--- config.mk ---
export PLATFORM = sky130hd
export DESIGN_NAME = texel_signature_hash_core
export DESIGN_NICKNAME = d
export VERILOG_FILES = /design/src/tsh_pkg.sv /design/src/texel_signature_hash_core.sv
export VERILOG_INCLUDE_DIRS = /design/src /design/src/src
export SDC_FILE = /design/constraint.sdc
export NUM_CORES = 2
export LEC_CHECK = 0
export BUFFER_PORTS_ARGS = -buffer_cell sky130_fd_sc_hd__buf_2
export CAP_MARGIN = 5
export CORE_UTILIZATION = 40
export DETAILED_ROUTE_END_ITERATION = 16
export GPL_TIMING_DRIVEN = 0
export SKIP_CTS_REPAIR_TIMING = 1
export SYNTH_ARGS = -nofsm -noshare
export SYNTH_HDL_FRONTEND = slang
export SYNTH_SLANG_ARGS = --single-unit
--- constraint.sdc ---
create_clock -name clk -period 37.3 [get_ports clk]
set_input_delay 1.865 -clock clk [delete_from_list [all_inputs] [get_ports clk]]
set_output_delay 1.865 -clock clk [all_outputs]
set_load 0.1 [all_outputs]
--- src/texel_signature_hash_core_macros.svh ---
// Assertion macros for the texel signature hash core.
`ifndef TEXEL_SIGNATURE_HASH_CORE_MACROS_SVH
`define TEXEL_SIGNATURE_HASH_CORE_MACROS_SVH

// Same-cycle implication, disabled while reset is asserted.
`define TSH_ASSERT_NOW(label, clk_s, rst_n_s, ante, cons, msg) \
	label: assert property (@(posedge clk_s) disable iff (!rst_n_s) (ante) |-> (cons)) \
		else $error(msg);

// Next-cycle implication, disabled while reset is asserted.
`define TSH_ASSERT_NEXT(label, clk_s, rst_n_s, ante, cons, msg) \
	label: assert property (@(posedge clk_s) disable iff (!rst_n_s) (ante) |=> (cons)) \
		else $error(msg);

`endif

--- src/tsh_pkg.sv ---
// Package with constants, types and the hash mix function of the texel signature hash core.
package tsh_pkg;

	localparam int TEXEL_W   = 4;
	localparam int CFG_W     = 12;
	localparam int CFG_IDX_W = 1;
	localparam int COUNT_W   = 23;
	localparam int HASH_W    = 64;
	localparam int LEVELS    = 16;
	localparam int BIN_W     = 4;
	localparam int S_DATA_W  = 8;
	localparam int M_DATA_W  = 96;

	localparam int DEFAULT_MAX_SIDE = 2048;

	localparam logic [HASH_W-1:0]  FNV_BASIS = 64'hcbf29ce484222325;
	localparam logic [COUNT_W-1:0] COUNT_MAX = '1;
	localparam logic [BIN_W-1:0]   LAST_BIN  = BIN_W'(LEVELS - 1);

	localparam logic [CFG_IDX_W-1:0] REG_WIDTH  = 1'd0;
	localparam logic [CFG_IDX_W-1:0] REG_HEIGHT = 1'd1;

	typedef logic [COUNT_W-1:0] count_t;
	typedef logic [HASH_W-1:0]  hash_t;

	// Xor in, then multiply by the prime 2^40 + 0x1b3 using shifts and adds.
	function automatic hash_t fnv_mix(hash_t h, hash_t v);
		hash_t x;
		x = h ^ v;
		return (x << 40) + (x << 8) + (x << 7) + (x << 5) + (x << 4) + (x << 1) + x;
	endfunction

	function automatic hash_t seed_of(logic [CFG_W-1:0] w, logic [CFG_W-1:0] h);
		return fnv_mix(FNV_BASIS, {36'd0, w, 4'd0, h});
	endfunction

endpackage

--- src/texel_signature_hash_core.sv ---
// Texel signature hash core: run hash, level histogram and per-bin result drain.
// One texel is taken per cycle; the run hash (FNV-1a over texel pairs, seeded from the
// configured region size) and the 16-bin histogram update in the cycle of the transaction.
// The final texel copies counts and hash into an output bank and clears the run, so the
// next region streams in at once; its 16 results then leave one per cycle while the
// receiver is ready. A final texel waits only while a previous bank still holds
// undelivered results, so the input takes one texel per cycle but for such a wait.
`include "texel_signature_hash_core_macros.svh"

module texel_signature_hash_core #(
	parameter int MAX_SIDE = tsh_pkg::DEFAULT_MAX_SIDE
) (
	input  logic                            clk,
	input  logic                            arst_n,
	input  logic                            cfg_wen,
	input  logic [tsh_pkg::CFG_IDX_W-1:0]   cfg_index,
	input  logic [tsh_pkg::CFG_W-1:0]       cfg_wdata,
	input  logic                            s_tvalid,
	output logic                            s_tready,
	input  logic [tsh_pkg::S_DATA_W-1:0]    s_tdata,  // texel[3:0], zero[7:4]
	input  logic                            s_tlast,  // final_texel
	output logic                            m_tvalid,
	input  logic                            m_tready,
	output logic [tsh_pkg::M_DATA_W-1:0]    m_tdata,  // bin_index[3:0], bin_count[26:4],
	                                                  // signature[90:27], zero[95:91]
	output logic                            m_tlast   // end_of_run
);
	import tsh_pkg::*;

	localparam longint unsigned SideSq = longint'(MAX_SIDE) * longint'(MAX_SIDE);
	localparam count_t CountCap = (SideSq > longint'(COUNT_MAX)) ? COUNT_MAX : COUNT_W'(SideSq);
	localparam logic [CFG_W:0] SideLim = (CFG_W + 1)'(MAX_SIDE);
	localparam hash_t ResetSeed = seed_of('0, '0);

	logic [CFG_W-1:0]   width_q, height_q, cfg_clamped;
	hash_t              seed_q, hash_q, hash_next;
	logic [TEXEL_W-1:0] held_q, texel;
	logic               half_q, run_open_q;
	count_t             cnt_q [LEVELS];
	count_t             cnt_next [LEVELS];
	count_t             snap_cnt_q [LEVELS];
	hash_t              snap_hash_q;
	logic               drain_active_q;
	logic [BIN_W-1:0]   drain_idx_q;
	logic               in_take, out_take, out_done, final_take;

	assign texel       = s_tdata[TEXEL_W-1:0];
	assign cfg_clamped = ({1'b0, cfg_wdata} > SideLim) ? SideLim[CFG_W-1:0] : cfg_wdata;

	assign out_take   = m_tvalid && m_tready;
	assign out_done   = out_take && (drain_idx_q == LAST_BIN);
	assign s_tready   = !(s_tlast && drain_active_q && !out_done);
	assign in_take    = s_tvalid && s_tready;
	assign final_take = in_take && s_tlast;

	always_comb begin
		if (half_q) begin
			hash_next = fnv_mix(hash_q, {56'd0, texel, held_q});
		end else if (run_open_q) begin
			hash_next = hash_q;
		end else begin
			hash_next = seed_q;
		end
		for (int i = 0; i < LEVELS; i++) begin
			cnt_next[i] = cnt_q[i];
			if ((texel == BIN_W'(i)) && (cnt_q[i] < CountCap)) begin
				cnt_next[i] = cnt_q[i] + 1'b1;
			end
		end
	end

	always_ff @(posedge clk or negedge arst_n) begin
		if (!arst_n) begin
			width_q  <= '0;
			height_q <= '0;
			seed_q   <= ResetSeed;
		end else if (cfg_wen) begin
			case (cfg_index)
				REG_WIDTH: begin
					width_q <= cfg_clamped;
					seed_q  <= seed_of(cfg_clamped, height_q);
				end
				REG_HEIGHT: begin
					height_q <= cfg_clamped;
					seed_q   <= seed_of(width_q, cfg_clamped);
				end
				default: begin
					seed_q <= seed_q;
				end
			endcase
		end
	end

	always_ff @(posedge clk or negedge arst_n) begin
		if (!arst_n) begin
			hash_q     <= '0;
			held_q     <= '0;
			half_q     <= 1'b0;
			run_open_q <= 1'b0;
			for (int i = 0; i < LEVELS; i++) begin
				cnt_q[i] <= '0;
			end
		end else if (final_take) begin
			hash_q     <= '0;
			held_q     <= '0;
			half_q     <= 1'b0;
			run_open_q <= 1'b0;
			for (int i = 0; i < LEVELS; i++) begin
				cnt_q[i] <= '0;
			end
		end else if (in_take) begin
			hash_q     <= hash_next;
			held_q     <= half_q ? '0 : texel;
			half_q     <= !half_q;
			run_open_q <= 1'b1;
			for (int i = 0; i < LEVELS; i++) begin
				cnt_q[i] <= cnt_next[i];
			end
		end
	end

	always_ff @(posedge clk) begin
		if (final_take) begin
			snap_hash_q <= hash_next;
			for (int i = 0; i < LEVELS; i++) begin
				snap_cnt_q[i] <= cnt_next[i];
			end
		end
	end

	always_ff @(posedge clk or negedge arst_n) begin
		if (!arst_n) begin
			drain_active_q <= 1'b0;
			drain_idx_q    <= '0;
		end else if (final_take) begin
			drain_active_q <= 1'b1;
			drain_idx_q    <= '0;
		end else if (out_take) begin
			drain_active_q <= !out_done;
			drain_idx_q    <= drain_idx_q + 1'b1;
		end
	end

	assign m_tvalid = drain_active_q;
	assign m_tlast  = (drain_idx_q == LAST_BIN);
	assign m_tdata  = {5'd0, snap_hash_q, snap_cnt_q[drain_idx_q], drain_idx_q};

	`TSH_ASSERT_NOW(a_final_waits_for_drain, clk, arst_n,
		final_take && drain_active_q, m_tready && (drain_idx_q == LAST_BIN),
		"final texel accepted over an undelivered result bank")

	`TSH_ASSERT_NEXT(a_drain_starts, clk, arst_n,
		final_take, m_tvalid && (drain_idx_q == '0),
		"result drain did not start at bin zero after the final texel")

	`TSH_ASSERT_NEXT(a_run_cleared, clk, arst_n,
		final_take, !half_q && !run_open_q,
		"run state not cleared after the final texel")

	`TSH_ASSERT_NEXT(a_drain_holds, clk, arst_n,
		m_tvalid && !m_tready, m_tvalid && $stable(drain_idx_q),
		"result drain moved while the result was stalled")

endmodule

# After elaboration in Yosys (flattened, before gate mapping)
# Memory sizes are Yosys's and may differ from the RTL's.
# Cells that the tools add are included.
[totals]
ff_bits = 595
latch_bits = 0
ram_bits = 368
rom_bits = 0
input_bits = 27
elab_cells = 166
n_memories = 1
[mem_list]
columns = ["name", "depth", "width", "rd", "rd_ports_with_merged_regs", "wr", "line_no", "text"]
rows = [
  ["snap_cnt_q", 16, 23, 1, 0, 16, "texel_signature_hash_core.sv:41", "count_t snap_cnt_q [LEVELS];"],
]
[classes]
n_addsub = 35
multipliers = 0
div_mod_pow = 0
order_cmp = 17
n_eq_ne = 16
shift = 0
n_mux = 37
n_bitwise = 4
n_reduce_logical = 30
[op_table]
columns = ["op", "count"]
rows = [
  ["$add 64x64->64", 16],
  ["$mux 368", 2],
  ["$add 23x1->23 const B", 16],
  ["$lt 23x23->1 const B", 16],
  ["$mux 23", 16],
  ["$mux 64", 4],
  ["$add 64x63->64", 2],
  ["$pmux 64 s2", 1],
  ["$xor 64x8->64", 1],
  ["$not 9->28", 2],
  ["$eq 4x4->1 const B", 9],
  ["$logic_and 1x1->1", 22],
  ["$mux 4", 5],
  ["$eq 4x3->1 const B", 4],
  ["$gt 12x12->1 const B", 1],
  ["$mux 12", 1],
  ["$eq 4x2->1 const B", 2],
  ["$mux 1", 8],
  ["$add 4x1->4 const B", 1],
  ["$eq 4x1->1 const B", 1],
  ["$logic_not 4->1", 1],
  ["$reduce_and 2->1", 2],
  ["$reduce_bool 2->1", 2],
  ["$logic_not 1->1", 3],
  ["$not 1->1", 1],
]

# Logic depth before layout (Yosys ltp)
[logic_depth]
word_depth = 10
mapped_depth = 22
ltp_nobuf = 21

# Worst setup path after synthesis
# No wires, ideal clock.
[synth_path]
path_type = "register -> register"
start = "reg drain_idx_q[3]"
end = "mem snap_cnt_q[0][0] in the netlist's numbering, enable pin"
setup_ns = 0.965
t_arrival_ns = 15.716
required_time_ns = 36.335
setup_slack_ns = 20.619
path_stages_with_launch = 9
n_path_buf = 3
period_less_slack_ns = 16.681
cell_sequence = "dfrtp_1 -> clkbuf_1 -> and3_1 -> nand2_1 -> nand3_1 -> nand2_1 -> clkbuf_1 -> nor2_1 -> clkbuf_1"
[synth_lines]
columns = ["element", "line_no", "text"]
rows = [
  ["start, declared", "texel_signature_hash_core.sv:44", "logic [BIN_W-1:0] drain_idx_q;"],
  ["start signal, assigned", "texel_signature_hash_core.sv:140", "drain_idx_q <= drain_idx_q + 1'b1;"],
  ["end, declared", "texel_signature_hash_core.sv:41", ""],
]

# Final worst setup path
[layout_path]
start = "in s_tdata[3] in the netlist's numbering"
end = "reg snap_hash_q[58], data pin"
[layout_between]
elab_chain_cells = 8
[layout_lines]
columns = ["element", "line_no", "text"]
rows = [
  ["start, declared", "texel_signature_hash_core.sv:20", "input logic [tsh_pkg::S_DATA_W-1:0] s_tdata,"],
  ["$xor 64x8->64 (*)", "tsh_pkg.sv:29", "x = h ^ v;"],
  ["$add 64x64->64 (5 in a row)", "tsh_pkg.sv:30", "return (x << 40) + (x << 8) + (x << 7) + (x << 5) + (x << 4) + (x << 1) + x;"],
  ["$add 64x64->64 (*)", "tsh_pkg.sv:30", ""],
  ["$mux 64 (*)", "texel_signature_hash_core.sv:57", "if (half_q) begin"],
  ["named net hash_next[58]", "texel_signature_hash_core.sv:36", "hash_t seed_q, hash_q, hash_next;"],
  ["end signal, assigned", "texel_signature_hash_core.sv:124", "snap_hash_q <= hash_next;"],
  ["end, declared", "texel_signature_hash_core.sv:42", "hash_t snap_hash_q;"],
]
# The timed path passes the listed nets; every way through them passes the cells marked *.
# A chain may end at the register's enable or synchronous reset.

==> reports/metrics.yaml <==
grt_pass1_wl_mm: 325
drc: 0
startpoint: "s_tdata[3]"
critPathArrivalTime_ns: 9.12
met1_usage_pct: 35.4
dp_slack_ns: 27.89
finalSetupViolations: 0
dp_hpwl_mm: 170
fin_skew_ns: 0.0717
cts_sinks: 957
final_design_area_no_fill_sq_mm: 0.0735
grt_pass1_vias: 49061
vias: 49935
netlist_area_sq_mm: 0.0662
synth-seq-cells: 957
die_height_microns: 409
synth_area_leaders: "edfxtp_1, dfrtp_1, fa_1"
io_buffers: 114
track_usage_pct: 26.3
met2_usage_pct: 41.7
min_path_type: "flop to flop"
htreeDepth: 3
wirelength_mm: 220
hold_violations: 0
wire_per_inst_microns: 24.7
regArea_sq_mm: 0.0262
fp.dieW_microns: 409
grtUsageMet3_pct: 3.22
critPathLaunchType: "input pin"
row_count: 148
hold_start: "seed_q[43]"
grt_antenna_before_repair: 10
rsz0062_at_grt: "false"
synth_ff_type: "dfrtp_1"
rr_startpoint: "hash_q[7]"
drt_pass1_iterations: 6
pin_count: 126
cts_tree: "yes"
fmax_ghz: 0.115
final_cell_mix: "inv_1, nand2_1, dfrtp_1, edfxtp_1, o21ai_0"
clock_latency_ns: 0.76
ant_nets: 0
min_period_ns: 8.72
critPathRequiredTime_ns: 37.70
r2r_slack_ns: 29.67
avgSynthCellArea_sq_um: 10.3
cts_root_buf: "clkbuf_16"
grt.overflow.total: 0
yosysWarnings: 0
areaGrowthSynthToFinish_pct: 11.0
slew_viol_final: 0
cts_made_buffers: 106
tns_ns: 0
placed_cell_area_sq_mm: 0.0700
synth.distinct_cells: 99
grt_busiest_layer: "met2"
worstSetupPathType: "input pin to flop"
layout.cells.most_common: "inv_1"
yosysTopAreaCell: "edfxtp_1"
path_max_fanout: 6
tightest_slew_ns: 1.49
gp_congestion: 0.938
start_util_pct: 40.5
die-area_sq_mm: 0.167
fillerInstances: 15536
status: "finished, final reports clean"
maxCapViolCount: 0
grt_max_degree: 108
drt_iter0_drc: 4553
worst_slack_ns: 28.58
core_area_sq_mm: 0.164
async_flop_share_pct: 54.9
max_slew_margin_pct: 0.641
vias_per_cell: 5.60
synth_top_area_share_pct: 19.6
fin_nets: 7387
endpoint_kind: "flop"
multi_input_area_sq_mm: 0.0360
synth_edf_count: 432
post-route-period-util_pct: 23.4
yosysSeqAreaShare_pct: 39.5
ctsLongestPathBuffers: 3
synthCells: 6407
drive_gt1_share_pct: 8.72
path_clk_slew_ns: 0.06
-- per-layer routing --
layer	wire (microns)	vias up
met1	91000	25125
met3	14700	398
met4	13000	0
met5	0	-
met2	101000	1906
li1	-	22506
-- cell usage after synthesis, drive strengths merged, types with 6 or more instances --
| cell type | instances |
|---|---|
| a31oi | 27 |
| nor3b | 49 |
| and2 | 25 |
| fa | 391 |
| dfrtp | 493 |
| xnor2 | 300 |
| o21a | 24 |
| nand3 | 184 |
| nor2b | 73 |
| xor2 | 179 |
| o22ai | 20 |
| a221oi | 6 |
| nand2b | 24 |
| ha | 320 |
| a32oi | 6 |
| a22oi | 16 |
| and3 | 88 |
| dfstp | 32 |
| or3 | 27 |
| nand4 | 68 |
| o31ai | 13 |
| clkbuf | 281 |
| nor3 | 141 |
| nor4 | 18 |
| a21boi | 11 |
| o221ai | 6 |
| a21oi | 316 |
| mux2 | 23 |
| nand2 | 654 |
| a211oi | 39 |
| mux4 | 115 |
| o21ai | 433 |
| inv | 719 |
| and4 | 6 |
| buf | 58 |
| a21o | 90 |
| or2 | 21 |
| a31o | 15 |
| a22o | 117 |
| edfxtp | 432 |
| mux2i | 139 |
| o21bai | 17 |
| o211ai | 16 |
| nor2 | 308 |
-- worst paths after layout --
kind | endpoint | cells after the start
setup / recovery | snap_hash_q[58] | 19
hold / removal | seed_q[43] | 2
setup reg to reg | snap_hash_q[58] | 18
hold reg to reg | seed_q[43] | 2
max in group asynchronous | hash_q[46] | 5
min in group asynchronous | cnt_q[63] | 1
-- cell type report --
| class | instances | area share, % |
|---|---|---|
| multi-input cells | 4395 | 49.0 |
| plain buffers | 339 | 1.86 |
| diodes | 4 | 0.0136 |
| clock buffers | 146 | 4.00 |
| repair buffers | 130 | 1.33 |
| clock inverters | 54 | 0.814 |
| inverters | 720 | 3.68 |
| well taps | 2175 | 3.70 |
| flip-flops and latches | 957 | 35.6 |
-- worst max-delay path, cell delays in order --
cell,delay (ns)
buf_2,0.31
xor2_1,0.86
inv_1,0.36
fa_1,0.58
inv_1,0.05
fa_1,0.46
fa_1,0.48
ha_1,0.30
ha_1,0.35
and3_1,0.21
o21ai_0,0.13
a31o_2,0.31
a211oi_2,0.43
o31ai_2,0.13
a2111oi_2,0.58
o21ai_0,0.35
nand2b_1,0.29
nor4b_1,0.09
a211oi_1,0.94
-- registers in the layout (all words and copies together) (netlist names) --
name / count
cnt_q: 368
seed_q: 58
height_q: 12
snap_hash_q: 64
m_tvalid: 1
width_q: 12
drain_idx_q: 4
half_q: 1
hash_q: 64
held_q: 4
run_open_q: 1
snap_cnt_q: 368
-- cells by family after synthesis --
| kind of cell | Yosys count | synth area share, % |
|---|---|---|
| compound gates | 1224 | 11.5 |
| simple gates | 1699 | 12.3 |
| mux | 277 | 6.40 |
| fa+ha+maj | 711 | 17.9 |
| buf+inv | 1059 | 6.13 |
| xor+xnor | 479 | 6.33 |
| other cells | 1 | 0.00566 |
| flops | 957 | 39.5 |
-- per-stage QoR --
| step | cells | hold WS, ns | util (%) |
|---|---|---|---|
| 5_1_grt | 8916 | 0.523 | 45.0 |
| 3_3_place_gp | 8700 | 0.485 | 42.5 |
| 6_report | 8920 | 0.499 | 45.0 |
| 4_1_cts | 8916 | 0.501 | 45.0 |
| 3_5_place_dp | 8716 | 0.492 | 42.8 |
| 2_1_floorplan | 6411 | 0.449 | - |
Power is not shown: default switching activity piles up to over one toggle a cycle in this logic, so the estimate is an artifact.
